[config.mk]
export PLATFORM = sky130hd
export DESIGN_NAME = mavlink_v1_flow_framer_unit
export DESIGN_NICKNAME = d
export VERILOG_FILES = /design/src/mvfl_pkg.sv /design/src/mvfl_front.sv /design/src/mvfl_queue.sv /design/src/mvfl_back.sv /design/src/mavlink_v1_flow_framer_unit.sv
export SDC_FILE = /design/constraint.sdc
export NUM_CORES = 1
export LEC_CHECK = 0
export CORE_UTILIZATION = 33
export CTS_CLUSTER_DIAMETER = 50
export DETAILED_ROUTE_END_ITERATION = 8
export DONT_BUFFER_PORTS = 1
export PLACE_DENSITY = 0.44
export SKIP_CTS_REPAIR_TIMING = 1
export SYNTH_ARGS = -nofsm -noshare
export SYNTH_HDL_FRONTEND = slang
export SYNTH_SLANG_ARGS = --single-unit
[constraint.sdc]
create_clock -name clk -period 5.8 [get_ports clk]
set_input_delay 0.29 -clock clk [delete_from_list [all_inputs] [get_ports clk]]
set_output_delay 0.29 -clock clk [all_outputs]
set_load 0.02 [all_outputs]
[src/mvfl_pkg.sv]
// shared types, constants and the crc step for the optical flow framer
// no dependencies; every other file of the block imports this package
package mvfl_pkg;

    // frame layout
    localparam logic [7:0]  START_BYTE     = 8'hFE;
    localparam logic [7:0]  PAYLOAD_LEN    = 8'd26;
    localparam logic [5:0]  POS_START      = 6'd0;
    localparam logic [5:0]  POS_LEN        = 6'd1;
    localparam logic [5:0]  POS_SEQ        = 6'd2;
    localparam logic [5:0]  POS_SYS        = 6'd3;
    localparam logic [5:0]  POS_COMP       = 6'd4;
    localparam logic [5:0]  POS_MSG        = 6'd5;
    localparam logic [5:0]  POS_FX_LO      = 6'd26;
    localparam logic [5:0]  POS_FX_HI      = 6'd27;
    localparam logic [5:0]  POS_FY_LO      = 6'd28;
    localparam logic [5:0]  POS_FY_HI      = 6'd29;
    localparam logic [5:0]  POS_SENSOR     = 6'd30;
    localparam logic [5:0]  POS_QUALITY    = 6'd31;
    localparam logic [5:0]  POS_CRC_LO     = 6'd32;
    localparam logic [5:0]  POS_CRC_HI     = 6'd33;
    localparam logic [5:0]  POS_LAST       = POS_CRC_HI;
    localparam logic [15:0] CRC_SEED       = 16'hFFFF;

    // status led counter
    localparam logic [3:0]  LED_ON_COUNT   = 4'd5;
    localparam logic [3:0]  LED_WRAP_COUNT = 4'd10;

    // configuration register indexes
    typedef enum logic [2:0] {
        CFG_SYSTEM_ID     = 3'd0,
        CFG_COMPONENT_ID  = 3'd1,
        CFG_MESSAGE_ID    = 3'd2,
        CFG_CRC_EXTRA     = 3'd3,
        CFG_SENSOR_NUMBER = 3'd4
    } cfg_index_t;

    // register reset values
    localparam logic [7:0] SYSTEM_ID_RST     = 8'd1;
    localparam logic [7:0] COMPONENT_ID_RST  = 8'd84;
    localparam logic [7:0] MESSAGE_ID_RST    = 8'd100;
    localparam logic [7:0] CRC_EXTRA_RST     = 8'd175;
    localparam logic [7:0] SENSOR_NUMBER_RST = 8'd0;

    typedef struct packed {
        logic signed [15:0] flow_x;
        logic signed [15:0] flow_y;
        logic [7:0]         quality;
    } in_item_t;

    typedef struct packed {
        logic [7:0] frame_byte;
        logic       last;
        logic       led_on;
    } out_item_t;

    typedef struct packed {
        logic [7:0] system_id;
        logic [7:0] component_id;
        logic [7:0] message_id;
        logic [7:0] crc_extra;
        logic [7:0] sensor_number;
    } cfg_regs_t;

    // one frame job as it waits between front and back
    typedef struct packed {
        in_item_t   fields;
        logic [7:0] seq;
        logic       led;
    } frame_job_t;

    typedef struct packed {
        logic full;
        logic empty;
    } queue_stat_t;

    // one byte step of crc-16/mcrf4xx (reflected 0x1021)
    function automatic logic [15:0] crc_fold(input logic [15:0] acc, input logic [7:0] b);
        logic [7:0] t;
        t = b ^ acc[7:0];
        t = t ^ {t[3:0], 4'b0000};
        return {8'h00, acc[15:8]} ^ {t, 8'h00} ^ {5'b00000, t, 3'b000} ^ {12'h000, t[7:4]};
    endfunction

endpackage

[src/mvfl_front.sv]
// front end: takes flow items, stamps sequence count and led level
// depends on mvfl_pkg; feeds mvfl_queue
module mvfl_front (
    input  logic                  clk,
    input  logic                  rst_n,
    input  logic                  in_valid,
    output logic                  in_ready,
    input  mvfl_pkg::in_item_t    in_item,
    input  mvfl_pkg::queue_stat_t q_stat,
    output logic                  push,
    output mvfl_pkg::frame_job_t  push_job
);
    import mvfl_pkg::*;

    logic [7:0] seq_reg, seq_next;
    logic [3:0] led_cnt_reg, led_cnt_next;
    logic       led_reg, led_next;
    logic [3:0] cnt_inc;

    assign in_ready = !q_stat.full;
    assign push     = in_valid && in_ready;

    // led counter and sequence update for the accepted item
    always_comb
    begin
        cnt_inc      = led_cnt_reg + 4'd1;
        seq_next     = seq_reg;
        led_cnt_next = led_cnt_reg;
        led_next     = led_reg;
        if (push)
        begin
            seq_next     = seq_reg + 8'd1;
            led_cnt_next = cnt_inc;
            if (cnt_inc == LED_ON_COUNT)
            begin
                led_next = 1'b1;
            end
            else if (cnt_inc >= LED_WRAP_COUNT)
            begin
                led_next     = 1'b0;
                led_cnt_next = 4'd0;
            end
        end
    end

    // job carries the pre-increment sequence and the updated led level
    always_comb
    begin
        push_job.fields = in_item;
        push_job.seq    = seq_reg;
        push_job.led    = led_next;
    end

    always_ff @(posedge clk or negedge rst_n)
    begin
        if (!rst_n)
        begin
            seq_reg     <= 8'd0;
            led_cnt_reg <= 4'd0;
            led_reg     <= 1'b0;
        end
        else
        begin
            seq_reg     <= seq_next;
            led_cnt_reg <= led_cnt_next;
            led_reg     <= led_next;
        end
    end

endmodule

[src/mvfl_queue.sv]
// short job queue between front and back ends
// depends on mvfl_pkg for the job and status types
module mvfl_queue #(
    parameter int DEPTH = 2
) (
    input  logic                  clk,
    input  logic                  rst_n,
    input  logic                  push,
    input  mvfl_pkg::frame_job_t  push_job,
    input  logic                  pop,
    output mvfl_pkg::frame_job_t  head_job,
    output mvfl_pkg::queue_stat_t q_stat
);
    import mvfl_pkg::*;

    localparam int PW = (DEPTH > 1) ? $clog2(DEPTH) : 1;
    localparam int CW = $clog2(DEPTH + 1);
    localparam logic [PW-1:0] PTR_MAX = PW'(DEPTH - 1);
    localparam logic [CW-1:0] CNT_MAX = CW'(DEPTH);

    frame_job_t     store_reg [DEPTH];
    logic [PW-1:0]  wr_ptr_reg, wr_ptr_next;
    logic [PW-1:0]  rd_ptr_reg, rd_ptr_next;
    logic [CW-1:0]  count_reg, count_next;

    assign head_job     = store_reg[rd_ptr_reg];
    assign q_stat.full  = (count_reg == CNT_MAX);
    assign q_stat.empty = (count_reg == '0);

    // pointer and count update
    always_comb
    begin
        wr_ptr_next = wr_ptr_reg;
        rd_ptr_next = rd_ptr_reg;
        count_next  = count_reg;
        if (push)
        begin
            wr_ptr_next = (wr_ptr_reg == PTR_MAX) ? '0 : wr_ptr_reg + PW'(1);
        end
        if (pop)
        begin
            rd_ptr_next = (rd_ptr_reg == PTR_MAX) ? '0 : rd_ptr_reg + PW'(1);
        end
        if (push && !pop)
        begin
            count_next = count_reg + CW'(1);
        end
        else if (pop && !push)
        begin
            count_next = count_reg - CW'(1);
        end
    end

    always_ff @(posedge clk or negedge rst_n)
    begin
        if (!rst_n)
        begin
            wr_ptr_reg <= '0;
            rd_ptr_reg <= '0;
            count_reg  <= '0;
        end
        else
        begin
            wr_ptr_reg <= wr_ptr_next;
            rd_ptr_reg <= rd_ptr_next;
            count_reg  <= count_next;
        end
    end

    // job storage, no reset needed
    always_ff @(posedge clk)
    begin
        if (push)
        begin
            store_reg[wr_ptr_reg] <= push_job;
        end
    end

endmodule

[src/mvfl_back.sv]
// back end: serializes one job into 34 frame bytes with running crc
// depends on mvfl_pkg; reads the head of mvfl_queue
module mvfl_back (
    input  logic                  clk,
    input  logic                  rst_n,
    input  mvfl_pkg::frame_job_t  head_job,
    input  mvfl_pkg::queue_stat_t q_stat,
    input  mvfl_pkg::cfg_regs_t   cfg,
    output logic                  pop,
    output logic                  out_valid,
    input  logic                  out_ready,
    output mvfl_pkg::out_item_t   out_item
);
    import mvfl_pkg::*;

    logic [5:0]  pos_reg, pos_next;
    logic [15:0] crc_reg, crc_next;
    logic        valid_reg, valid_next;
    out_item_t   data_reg, data_next;
    logic        load;
    logic [7:0]  cur_byte;
    logic [15:0] crc_step;

    assign load      = (!valid_reg || out_ready) && !q_stat.empty;
    assign pop       = load && (pos_reg == POS_LAST);
    assign out_valid = valid_reg;
    assign out_item  = data_reg;

    // byte select by position
    always_comb
    begin
        case (pos_reg)
            POS_START:   cur_byte = START_BYTE;
            POS_LEN:     cur_byte = PAYLOAD_LEN;
            POS_SEQ:     cur_byte = head_job.seq;
            POS_SYS:     cur_byte = cfg.system_id;
            POS_COMP:    cur_byte = cfg.component_id;
            POS_MSG:     cur_byte = cfg.message_id;
            POS_FX_LO:   cur_byte = head_job.fields.flow_x[7:0];
            POS_FX_HI:   cur_byte = head_job.fields.flow_x[15:8];
            POS_FY_LO:   cur_byte = head_job.fields.flow_y[7:0];
            POS_FY_HI:   cur_byte = head_job.fields.flow_y[15:8];
            POS_SENSOR:  cur_byte = cfg.sensor_number;
            POS_QUALITY: cur_byte = head_job.fields.quality;
            POS_CRC_LO:  cur_byte = crc_reg[7:0];
            POS_CRC_HI:  cur_byte = crc_reg[15:8];
            default:     cur_byte = 8'h00;
        endcase
    end

    // running crc; the extra byte folds in right after the quality byte
    always_comb
    begin
        crc_step = crc_fold(crc_reg, cur_byte);
        crc_next = crc_reg;
        if (load)
        begin
            if (pos_reg == POS_START)
            begin
                crc_next = CRC_SEED;
            end
            else if (pos_reg == POS_QUALITY)
            begin
                crc_next = crc_fold(crc_step, cfg.crc_extra);
            end
            else if (pos_reg < POS_QUALITY)
            begin
                crc_next = crc_step;
            end
        end
    end

    // output register and position counter
    always_comb
    begin
        pos_next   = pos_reg;
        valid_next = valid_reg;
        data_next  = data_reg;
        if (load)
        begin
            valid_next           = 1'b1;
            data_next.frame_byte = cur_byte;
            data_next.last       = (pos_reg == POS_LAST);
            data_next.led_on     = head_job.led;
            pos_next             = (pos_reg == POS_LAST) ? POS_START : pos_reg + 6'd1;
        end
        else if (out_ready)
        begin
            valid_next = 1'b0;
        end
    end

    always_ff @(posedge clk or negedge rst_n)
    begin
        if (!rst_n)
        begin
            pos_reg   <= POS_START;
            crc_reg   <= CRC_SEED;
            valid_reg <= 1'b0;
        end
        else
        begin
            pos_reg   <= pos_next;
            crc_reg   <= crc_next;
            valid_reg <= valid_next;
        end
    end

    always_ff @(posedge clk)
    begin
        data_reg <= data_next;
    end

endmodule

[src/mavlink_v1_flow_framer_unit.sv]
// top level of the optical flow frame builder: config registers and wiring
// depends on mvfl_pkg, mvfl_front, mvfl_queue and mvfl_back
//
//  channel | handshake            | payload
//  --------+----------------------+---------------------------------------
//  in      | in_valid / in_ready  | in_item: flow_x, flow_y, quality
//  out     | out_valid / out_ready| out_item: frame_byte, last, led_on
//  cfg     | cfg_valid / cfg_ready| cfg_index (3 bit), cfg_data (8 bit)
//
// each item yields 34 bytes through the single byte output register, one per
// cycle while out_ready stays high
// up to QUEUE_DEPTH jobs wait between front and back; the next item is taken
// while the current frame still streams
// reset loads the register defaults and clears sequence and led counters
// an out stall holds the current byte; the queue absorbs input meanwhile
module mavlink_v1_flow_framer_unit #(
    parameter int QUEUE_DEPTH = 2
) (
    input  logic                clk,
    input  logic                rst_n,
    input  logic                in_valid,
    output logic                in_ready,
    input  mvfl_pkg::in_item_t  in_item,
    output logic                out_valid,
    input  logic                out_ready,
    output mvfl_pkg::out_item_t out_item,
    input  logic                cfg_valid,
    output logic                cfg_ready,
    input  logic [2:0]          cfg_index,
    input  logic [7:0]          cfg_data
);
    import mvfl_pkg::*;

    cfg_regs_t   cfg_reg, cfg_next;
    frame_job_t  push_job;
    frame_job_t  head_job;
    queue_stat_t q_stat;
    logic        push;
    logic        pop;

    assign cfg_ready = 1'b1;

    // register writes; indexes past the list are dropped
    always_comb
    begin
        cfg_next = cfg_reg;
        if (cfg_valid && cfg_ready)
        begin
            case (cfg_index)
                CFG_SYSTEM_ID:     cfg_next.system_id     = cfg_data;
                CFG_COMPONENT_ID:  cfg_next.component_id  = cfg_data;
                CFG_MESSAGE_ID:    cfg_next.message_id    = cfg_data;
                CFG_CRC_EXTRA:     cfg_next.crc_extra     = cfg_data;
                CFG_SENSOR_NUMBER: cfg_next.sensor_number = cfg_data;
                default:           cfg_next = cfg_reg;
            endcase
        end
    end

    always_ff @(posedge clk or negedge rst_n)
    begin
        if (!rst_n)
        begin
            cfg_reg.system_id     <= SYSTEM_ID_RST;
            cfg_reg.component_id  <= COMPONENT_ID_RST;
            cfg_reg.message_id    <= MESSAGE_ID_RST;
            cfg_reg.crc_extra     <= CRC_EXTRA_RST;
            cfg_reg.sensor_number <= SENSOR_NUMBER_RST;
        end
        else
        begin
            cfg_reg <= cfg_next;
        end
    end

    mvfl_front u_front (
        .clk      (clk),
        .rst_n    (rst_n),
        .in_valid (in_valid),
        .in_ready (in_ready),
        .in_item  (in_item),
        .q_stat   (q_stat),
        .push     (push),
        .push_job (push_job)
    );

    mvfl_queue #(
        .DEPTH (QUEUE_DEPTH)
    ) u_queue (
        .clk      (clk),
        .rst_n    (rst_n),
        .push     (push),
        .push_job (push_job),
        .pop      (pop),
        .head_job (head_job),
        .q_stat   (q_stat)
    );

    mvfl_back u_back (
        .clk       (clk),
        .rst_n     (rst_n),
        .head_job  (head_job),
        .q_stat    (q_stat),
        .cfg       (cfg_reg),
        .pop       (pop),
        .out_valid (out_valid),
        .out_ready (out_ready),
        .out_item  (out_item)
    );

    // a taken byte that is not the last is followed at once by the next one
    // of the same frame, with the same led level
    a_frame_contiguous: assert property (@(posedge clk) disable iff (!rst_n)
        out_valid && out_ready && !out_item.last |=>
            out_valid && (out_item.led_on == $past(out_item.led_on)))
        else $error("frame bytes not contiguous or led level changed mid frame");

    // an accepted item leaves a job waiting in the queue
    a_push_lands: assert property (@(posedge clk) disable iff (!rst_n)
        in_valid && in_ready |=> !q_stat.empty)
        else $error("accepted item did not reach the queue");

    // the back end only pops a job that exists, and only on the last byte
    a_pop_on_last: assert property (@(posedge clk) disable iff (!rst_n)
        pop |-> !q_stat.empty ##1 (out_valid && out_item.last))
        else $error("job popped without a matching last byte");

endmodule
==> results_dict.tcl, run 1 <==
set metrics [dict create \
    outcome "completed" \
    synth_mux_area_frac 0.112 \
    clockRootBuffer "clkbuf_16" \
    worstPathRequired_ns 6.14 \
    synth-xor-area-share 0.0867 \
    clk_pin_slew_worst_paths_ns 0.08 \
    first_pass_iters 6 \
    cp_data_arrival_time_ns 4.62 \
    r2r-end "u_back.crc_reg[3]" \
    crit_path_end_kind "register" \
    vias_per_cell 5.15 \
    antenna_found_initial 1 \
    grt_setup_unrepaired "false" \
    wl_per_cell_um 21.2 \
    grt_pass1_wl_um 32600 \
    synth-compound-area-share 0.0595 \
    die_h_um 165 \
    rr_worst_depth 11 \
    critical-path-max-stage-delay_ns 0.66 \
    finalSetupTns_ns 0 \
    cts_buffer_depth 2 \
    ant_nets 0 \
    cp-start-kind "register" \
    max_freq_ghz 0.234 \
    setup_viol 0 \
    core-area_um2 26100 \
    crit_family "simple AND/OR/NAND/NOR gates" \
    synth_fa_ha_area_frac 0.0128 \
    synth.distinct_cells 63 \
    die-area_um2 27200 \
    wirelength_um 21900 \
    hold_slack_ns 0.0127 \
    fin_util 0.393 \
    synth_top_family_by_area "multiplexers" \
    ir_worst_vdd_mv 0.556 \
    synth.most_common_cell "edfxtp_1" \
    globalplace.congestion 0.863 \
    crit_chain "and4b_1 > buf_4 > nand2_2 > o22ai_1 > or4_1 > xor2_2 > xor2_4 > xnor3_1 > xnor2_1 > nor3b_1 > a211oi_1" \
    period_needed_ns 4.28 \
    largest_reg_flops 98 \
    synth-simple-area-share 0.0997 \
    grtUsageTotal 0.167 \
    layout-drive-gt1-share 0.220 \
    die-width_um 165 \
    tightest_slew_ns 1.27 \
    syn_inst 632 \
    hold_path_class "in2reg" \
    cts_tree "done" \
    cpMaxStageDelayCell "or4_1" \
    drt_iter0_drc 354 \
    syn2layout_area_growth_pct 16.8 \
    path_depth 11 \
    worst-path-max-fanout 15 \
    cts_sinks 188 \
    power.total_mw 6.90 \
    p_leak_nw 3.71 \
    insertion_delay_ns 0.46 \
    slew_viol_final 0 \
    route.vias.total 5314 \
    setup_ws_ns 1.52 \
    clock_skew_ns 0.0249 \
    finalNonFillerCells 1031 \
    pin_count 69 \
    fin_area_um2 10300 \
    synthFlopType "edfxtp_1" \
    dp_hpwl_um 14900 \
    worstSetupPathType "reg2reg" \
    drc 0 \
    critPathLaunch "u_back.pos_reg[3]" \
    critPathBufInv 1 \
    syn-cell-area_um2 8770 \
    htree_levels 4 \
    slew_headroom 0.154 \
    grt_max_degree 81 \
    hold_violations 0 \
    synth.area.top_cells "edfxtp_1, dfrtp_1, dfstp_2, mux2_2, mux2i_1" \
    r2r_slack_ns 1.52 \
    yosysWarnings 0 \
    endpoint "u_back.crc_reg[3]" \
    synth_edf_count 108 \
    ys_seq_elements 188 \
    globalRouteOverflowTotal 0 \
    initial_utilization 0.337 \
    syn_nets 697 \
    seq_area_frac_synth 0.602 \
    fin_nets 747 \
    synthArstFlopShare 0.426 \
    cts_buffers 17 \
    finalCritPeriodShare 0.738 \
    synth_area_leader_cell "edfxtp_1" \
    maxCapViolCount 0 \
    rows 59 \
    r2r-start "u_back.pos_reg[3]" \
    cellPowerDensity_nw_per_um2 673 \
    yosys-top-cells-count "edfxtp_1, nand3_1, mux2_2" \
    pre_cts_ws_ns 1.51 \
    dpl_cell_area_um2 9130 \
    netlist.area_leader.share 0.370 \
    dpl.cell_count 948 \
    grt_pass1_vias 5296 \
    avgSynthCellArea_um2 13.9 \
    io_buffers 0 \
]
[power breakdown]
| group | total (mW) | internal (mW) | switching (mW) |
|---|---|---|---|
| registers | 2.31 | 1.94 | 0.370 |
| clock network | 1.20 | 0.620 | 0.576 |
| logic | 3.39 | 1.49 | 1.90 |
| total | 6.90 | 4.05 | 2.85 |
[per-layer routing]
metal  wire, um  track usage  vias up
li1           -            -     2460
met1      10300        0.227     2708
met2      10200        0.256      127
met3       1110       0.0452       19
met4        342       0.0571        0
met5          0            0        -
[cell families (layout without fill, tap and decap cells)]
| logic type | count (synthesis) | count (layout) |
|---|---|---|
| compound gates | 80 | 80 |
| xor+xnor | 64 | 64 |
| fa+ha+maj | 9 | 9 |
| buf+inv | 43 | 106 |
| flops | 188 | 188 |
| mux | 90 | 90 |
| other cells | 1 | 2 |
| simple gates | 157 | 157 |
[worst min-delay path by stage]
stage,startpoint,cells past startpoint,slack [ns],endpoint
3_5_place_dp,rst_n,0,0.004,cfg_reg[27]
5_1_grt,out_ready,2,0.02,u_back.out_valid
3_3_place_gp,rst_n,0,0.004,cfg_reg[12]
2_1_floorplan,rst_n,0,-0.006,cfg_reg[0]
6_report,out_ready,2,0.01,u_back.out_valid
4_1_cts,rst_n,0,-0.48,u_front.led_cnt_reg[3]
[final cells by class]
type / count / area [um2]
clock inverter: 14 / 173
clock buffer: 18 / 429
timing repair buffer: 63 / 616
fill: 2471 / 15800
sequential: 188 / 5280
antenna: 1 / 2.50
inverter: 11 / 41.3
tap: 335 / 419
multi-input combinational: 401 / 3290
[cells in the final DEF, fill, tap and decap left out, types with 4 or more instances in the layout]
| cell type | synthesis | routed |
|---|---|---|
| edfxtp_1 | 108 | 108 |
| o2111ai_1 | 9 | 9 |
| mux2i_1 | 31 | 31 |
| buf_4 | 7 | 13 |
| mux2_1 | 4 | 4 |
| clkbuf_16 | 0 | 17 |
| dfstp_2 | 29 | 29 |
| xor2_2 | 4 | 4 |
| nor2_1 | 27 | 26 |
| dfrtp_1 | 51 | 50 |
| a21oi_1 | 11 | 11 |
| a31oi_1 | 6 | 6 |
| o22ai_1 | 15 | 15 |
| xnor2_1 | 27 | 27 |
| nand2_1 | 26 | 26 |
| xor2_1 | 22 | 22 |
| or4_1 | 4 | 4 |
| nor3_1 | 6 | 6 |
| nand4_1 | 7 | 7 |
| ha_1 | 9 | 9 |
| xnor3_1 | 6 | 6 |
| dlygate4sd3_1 | 0 | 49 |
| inv_8 | 0 | 6 |
| inv_1 | 9 | 9 |
| mux2_2 | 54 | 54 |
| nand3_1 | 58 | 58 |
| o21ai_0 | 22 | 22 |
Power figures use the tool's default switching activity.
==> inputs of run 2 (changes only) <==
==> constraint.sdc (replaced) <==
create_clock -name clk -period 3.97 [get_ports clk]
set_input_delay 0.1985 -clock clk [delete_from_list [all_inputs] [get_ports clk]]
set_output_delay 0.1985 -clock clk [all_outputs]
set_load 0.02 [all_outputs]
==> run 2 against run 1 <==
Compared with the run above: register-to-register slack worse by 1.3 ns; die area unchanged; first-iteration DRC count up 18%; worst hold slack gained 0.084 ns; global-route usage grew 0.42 points; largest cell class unchanged; largest power group unchanged; non-clock buffer count up 10.
==> results_dict.tcl, run 2 (synthesis gave the netlist of run 1 again) <==
set metrics [dict create \
    outcome "completed" \
    cts_buffer_depth 2 \
    setup_viol 0 \
    final_cell_mix "edfxtp_1, nand3_1, mux2_2, dfrtp_1, dlygate4sd3_1" \
    p_leak_nw 3.77 \
    die_h_um 165 \
    cts_buffers 17 \
    dp_hpwl_um 15600 \
    cp_common_cell "xnor2_1" \
    ir_worst_vdd_mv 0.687 \
    slew_viol_final 0 \
    cellPowerDensity_nw_per_um2 977 \
    first_pass_iters 4 \
    worstSetupPathType "reg2reg" \
    antenna_found_initial 0 \
    grt_setup_unrepaired "false" \
    final_common_cell "edfxtp_1" \
    critPathLaunch "u_back.pos_reg[0]" \
    htree_levels 4 \
    diodes 0 \
    wirelength_um 22000 \
    worstPathRequired_ns 4.32 \
    drt_iter0_drc 417 \
    largest_reg_flops 98 \
    worst-path-max-fanout 13 \
    crit_chain "inv_1 > ha_1 > buf_4 > nand3_1 > o2111ai_1 > or4_4 > xor2_2 > xor3_2 > xnor2_1 > xnor2_1 > nor3b_1 > a211oi_1" \
    cp_data_arrival_time_ns 4.09 \
    hold_violations 0 \
    clockRootBuffer "clkbuf_16" \
    clk_pin_slew_worst_paths_ns 0.08 \
    cts_tree "done" \
    period_needed_ns 3.74 \
    crit_family "XOR/XNOR gates" \
    maxCapViolCount 0 \
    fin_area_um2 10400 \
    syn2layout_area_growth_pct 18.0 \
    power.total_mw 10.1 \
    globalRouteOverflowTotal 0 \
    fin_nets 757 \
    rows 59 \
    cp-start-kind "register" \
    crit_path_end_kind "register" \
    cts_sinks 188 \
    multi_input_area_um2 3300 \
    die-width_um 165 \
    route.vias.total 5352 \
    core-area_um2 26100 \
    dpl.cell_count 957 \
    ant_nets 0 \
    die-area_um2 27200 \
    nFillCells 2415 \
    r2r-start "u_back.pos_reg[0]" \
    hold_path_class "in2reg" \
    finalNonFillerCells 1040 \
    grt_pass1_vias 5367 \
    wl_per_cell_um 21.2 \
    globalplace.congestion 0.846 \
    r2r_slack_ns 0.23 \
    vias_per_cell 5.15 \
    initial_utilization 0.337 \
    dpl_cell_area_um2 9210 \
    hold_slack_ns 0.0969 \
    critical-path-max-stage-delay_ns 0.59 \
    min_from "cfg_index[1]" \
    max_freq_ghz 0.267 \
    io_buffers 0 \
    pin_count 69 \
    cpMaxStageDelayCell "or4_4" \
    seqCellArea_um2 5280 \
    finalSetupTns_ns 0 \
    drc 0 \
    critPathBufInv 2 \
    grtUsageTotal 0.171 \
    slew_headroom 0.400 \
    tightest_slew_ns 0.895 \
    insertion_delay_ns 0.44 \
    layout-drive-gt1-share 0.234 \
    grt_max_degree 81 \
    clock_skew_ns 0.0150 \
    grt_pass1_wl_um 33700 \
    finalCritPeriodShare 0.942 \
]
## run 2: per-layer routing
layer / GRT usage / routed length [um] / up-vias
met1: 0.234 / 10200 / 2716
met3: 0.0352 / 942 / 21
met5: 0 / 0 / -
met4: 0.0538 / 289 / 0
met2: 0.272 / 10600 / 139
li1: - / - / 2476
## run 2: where the power goes
group	internal [mW]	switching, mW
sequential	2.84	0.436
combinational	2.24	2.86
clock	0.859	0.884
total	5.94	4.18
## run 2: final timing paths
path                                           to  depth (start not counted)
min in group asynchronous             cfg_reg[23]                          2
setup / recovery                u_back.crc_reg[3]                         12
hold reg to reg            u_front.led_cnt_reg[3]                          2
hold / removal                        cfg_reg[27]                          2
max in group asynchronous             cfg_reg[28]                          2
setup reg to reg                u_back.crc_reg[3]                         12
## run 2: stage by stage
stage / utilization / setup slack [ns]
final: 0.397 / 0.232
after global placement: 0.353 / 0.285
after detailed placement: 0.353 / 0.197
after global routing: 0.397 / 0.000519
after floorplan: - / 0.485
after CTS: 0.377 / 0.173
## run 2: worst register-to-register path, cell delays in order (launching register included)
cell and delay [ns]:
dfrtp_1 0.44, inv_1 0.11, ha_1 0.40, buf_4 0.27, nand3_1 0.08, o2111ai_1 0.11, or4_4 0.59, xor2_2 0.27
xor3_2 0.46, xnor2_1 0.20, xnor2_1 0.33, nor3b_1 0.13, a211oi_1 0.25
## run 2: layout make-up
cell class	count	share of cell area
Sequential cell	188	0.510
Inverter	11	0.00399
Timing Repair Buffer	73	0.0670
Tap cell	335	0.0405
Multi-Input combinational cell	401	0.319
Clock inverter	15	0.0180
Clock buffer	17	0.0411
==> inputs of run 3 (changes only) <==
--- a/config.mk
+++ b/config.mk
@@ -13,4 +13,5 @@
 export SKIP_CTS_REPAIR_TIMING = 1
 export SYNTH_ARGS = -nofsm -noshare
 export SYNTH_HDL_FRONTEND = slang
+export SYNTH_HIERARCHICAL = 1
 export SYNTH_SLANG_ARGS = --single-unit
==> run 3 against run 2 <==
Compared with the run above: count of clock-buffer cells in the layout up 3; worst hold slack better by 0.0085 ns; design area up 7.4%; non-clock buffer count up 9; critical path depth down 1; setup slack worse by 0.059 ns; final cell count up 9.1%; flip-flop and latch count unchanged; sequential share of layout area down 3.5 points; clock skew about the same; largest cell class unchanged; highest routed layer unchanged.
==> results_dict.tcl, run 3 <==
set metrics [dict create \
    cts_buffer_depth 2 \
    insertion_delay_ns 0.44 \
    synth.most_common_cell "edfxtp_1" \
    wirelength_um 24700 \
    grtUsageTotal 0.165 \
    clock_skew_ns 0.0146 \
    cp-start-kind "register" \
    grt_pass1_vias 5777 \
    final_cell_mix "edfxtp_1, dlygate4sd3_1, mux2_4, dfrtp_1, mux2_2" \
    fin_nets 802 \
    max_freq_ghz 0.263 \
    grt_max_degree 81 \
    die_h_um 174 \
    finalNonFillerCells 1135 \
    cts_sinks 188 \
    crit_family "simple AND/OR/NAND/NOR gates" \
    synth-xor-area-share 0.0688 \
    wl_per_cell_um 21.8 \
    yosys-top-cells-count "edfxtp_1, dfrtp_1, mux2_4" \
    maxCapViolCount 0 \
    ys_seq_elements 188 \
    grt_setup_unrepaired "false" \
    critPathBufInv 1 \
    die-width_um 174 \
    crit_path_end_kind "register" \
    globalRouteOverflowTotal 0 \
    die-area_um2 30100 \
    cellPowerDensity_nw_per_um2 949 \
    period_needed_ns 3.80 \
    cpMaxStageDelayCell "or4_4" \
    synth.distinct_cells 78 \
    antenna_found_initial 1 \
    layout-drive-gt1-share 0.283 \
    hold_violations 0 \
    grt_pass1_wl_um 36700 \
    fin_util 0.385 \
    drc 0 \
    tightest_slew_ns 0.935 \
    clockRootBuffer "clkbuf_16" \
    netlist.area_leader.share 0.334 \
    yosysWarnings 6 \
    clk_pin_slew_worst_paths_ns 0.07 \
    ant_nets 0 \
    finalSetupTns_ns 0 \
    avgSynthCellArea_um2 13.7 \
    globalplace.congestion 0.861 \
    syn-cell-area_um2 9710 \
    largest_reg_flops 98 \
    hold_path_class "in2reg" \
    sequentialPowerShare 0.324 \
    dpl.cell_count 1051 \
    cts_buffers 17 \
    core-area_um2 28900 \
    synth-simple-area-share 0.109 \
    synth_top_family_by_area "multiplexers" \
    slew_viol_final 0 \
    syn_nets 772 \
    synth-compound-area-share 0.0749 \
    synth_area_leader_cell "edfxtp_1" \
    slew_headroom 0.376 \
    cp_data_arrival_time_ns 4.15 \
    pin_count 69 \
    synth_fa_ha_area_frac 0.0116 \
    synth_mux_area_frac 0.129 \
    synth_edf_count 108 \
    drt_iter0_drc 391 \
    first_pass_iters 5 \
    sw_frac_of_total 0.395 \
    p_int_mw 6.38 \
    power.total_mw 10.5 \
    htree_levels 4 \
    power_frac_comb 0.510 \
    worst-path-max-fanout 7 \
    syn2layout_area_growth_pct 14.5 \
    io_buffers 0 \
    route.vias.total 5814 \
    worstSetupPathType "reg2reg" \
    p_leak_nw 4.33 \
    dp_hpwl_um 17800 \
    clockPowerShare 0.165 \
    crit_chain "inv_1 > ha_1 > and3b_4 > and2_4 > a2111o_1 > or4_4 > nand2_4 > xnor3_2 > or3_4 > a2111oi_4 > a211oi_2" \
    setup_viol 0 \
    rows 62 \
    setup_ws_ns 0.172 \
    cts_tree "done" \
    finalCritPeriodShare 0.957 \
    seq_area_frac_synth 0.544 \
    outcome "completed" \
    ir_worst_vdd_mv 0.441 \
    pre_cts_ws_ns -0.0110 \
    p_sw_mw 4.17 \
    syn_inst 707 \
    synth.area.top_cells "edfxtp_1, dfrtp_1, dfstp_2, mux2_4, mux2_2" \
    synthFlopType "edfxtp_1" \
    r2r_slack_ns 0.17 \
    worstPathRequired_ns 4.32 \
    initial_utilization 0.336 \
    synthArstFlopShare 0.426 \
    critical-path-max-stage-delay_ns 0.56 \
    final_common_cell "edfxtp_1" \
    vias_per_cell 5.12 \
]
==> run 3: cell types whose count changed in the layout (fill, tap and decap cells not counted), sizes merged, moves of 11 or more <==
cell / previous run / this run
mux2: 59 / 89
and3: 1 / 29
mux2i: 31 / 6
o21ai: 24 / 13
nand2: 28 / 17
nand3: 58 / 18
==> run 3: through the flow <==
stage	hold slack (ns)	instance area (um2)
2_1_floorplan	-0.0971	9710
3_3_place_gp	-0.0943	9950
3_5_place_dp	-0.0938	9950
4_1_cts	-0.563	10500
5_1_grt	0.103	11100
6_report	0.105	11100
==> run 3: cell type report <==
cell class | instances | area (um2)
fill | 2765 | 17700
sequential | 188 | 5290
multi-input combinational | 430 | 3900
timing repair buffer | 82 | 786
tap | 384 | 480
clock buffer | 20 | 437
clock inverter | 12 | 154
inverter | 18 | 67.6
antenna | 1 | 2.50
==> run 3: layer usage <==
layer | track usage | vias to the layer above | share of wire
met5 | 0 | - | 0
met4 | 0.0634 | 0 | 0.022
met3 | 0.0434 | 25 | 0.052
met2 | 0.260 | 196 | 0.47
met1 | 0.216 | 2933 | 0.46
li1 | - | 2660 | -
==> run 3: power by group through the flow <==
stage                     Combinational (mW)  Sequential [mW]  Clock (mW)
after floorplan                         4.22             3.19           0
after global placement                  5.19             3.44           0
after detailed placement                5.23             3.45           0
after CTS                               5.26             3.41        1.79
after global routing                    5.79             3.48        1.88
final                                   5.38             3.42        1.74
==> run 3: worst paths after layout <==
path                                         to            startpoint  cells after the start
min in group asynchronous            cfg_reg[3]                 rst_n                      2
min                                 cfg_reg[39]          cfg_index[2]                      2
max                           u_back/crc_reg[3]     u_back/pos_reg[0]                     11
max in group asynchronous           cfg_reg[21]                 rst_n                      2
max reg2reg                   u_back/crc_reg[3]     u_back/pos_reg[0]                     11
min reg2reg                u_queue/count_reg[1]  u_queue/count_reg[1]                      1
==> run 3: cell families (layout without fill, tap and decap cells) <==
family | after synthesis | after routing
DFF | 188 | 188
and+or+nand+nor | 173 | 173
AOI/OAI and AO/OA | 96 | 96
muxes | 95 | 95
buffers and inverters | 89 | 132
xor gates and xnor gates | 56 | 56
adders and majority gates | 9 | 9
other | 1 | 2
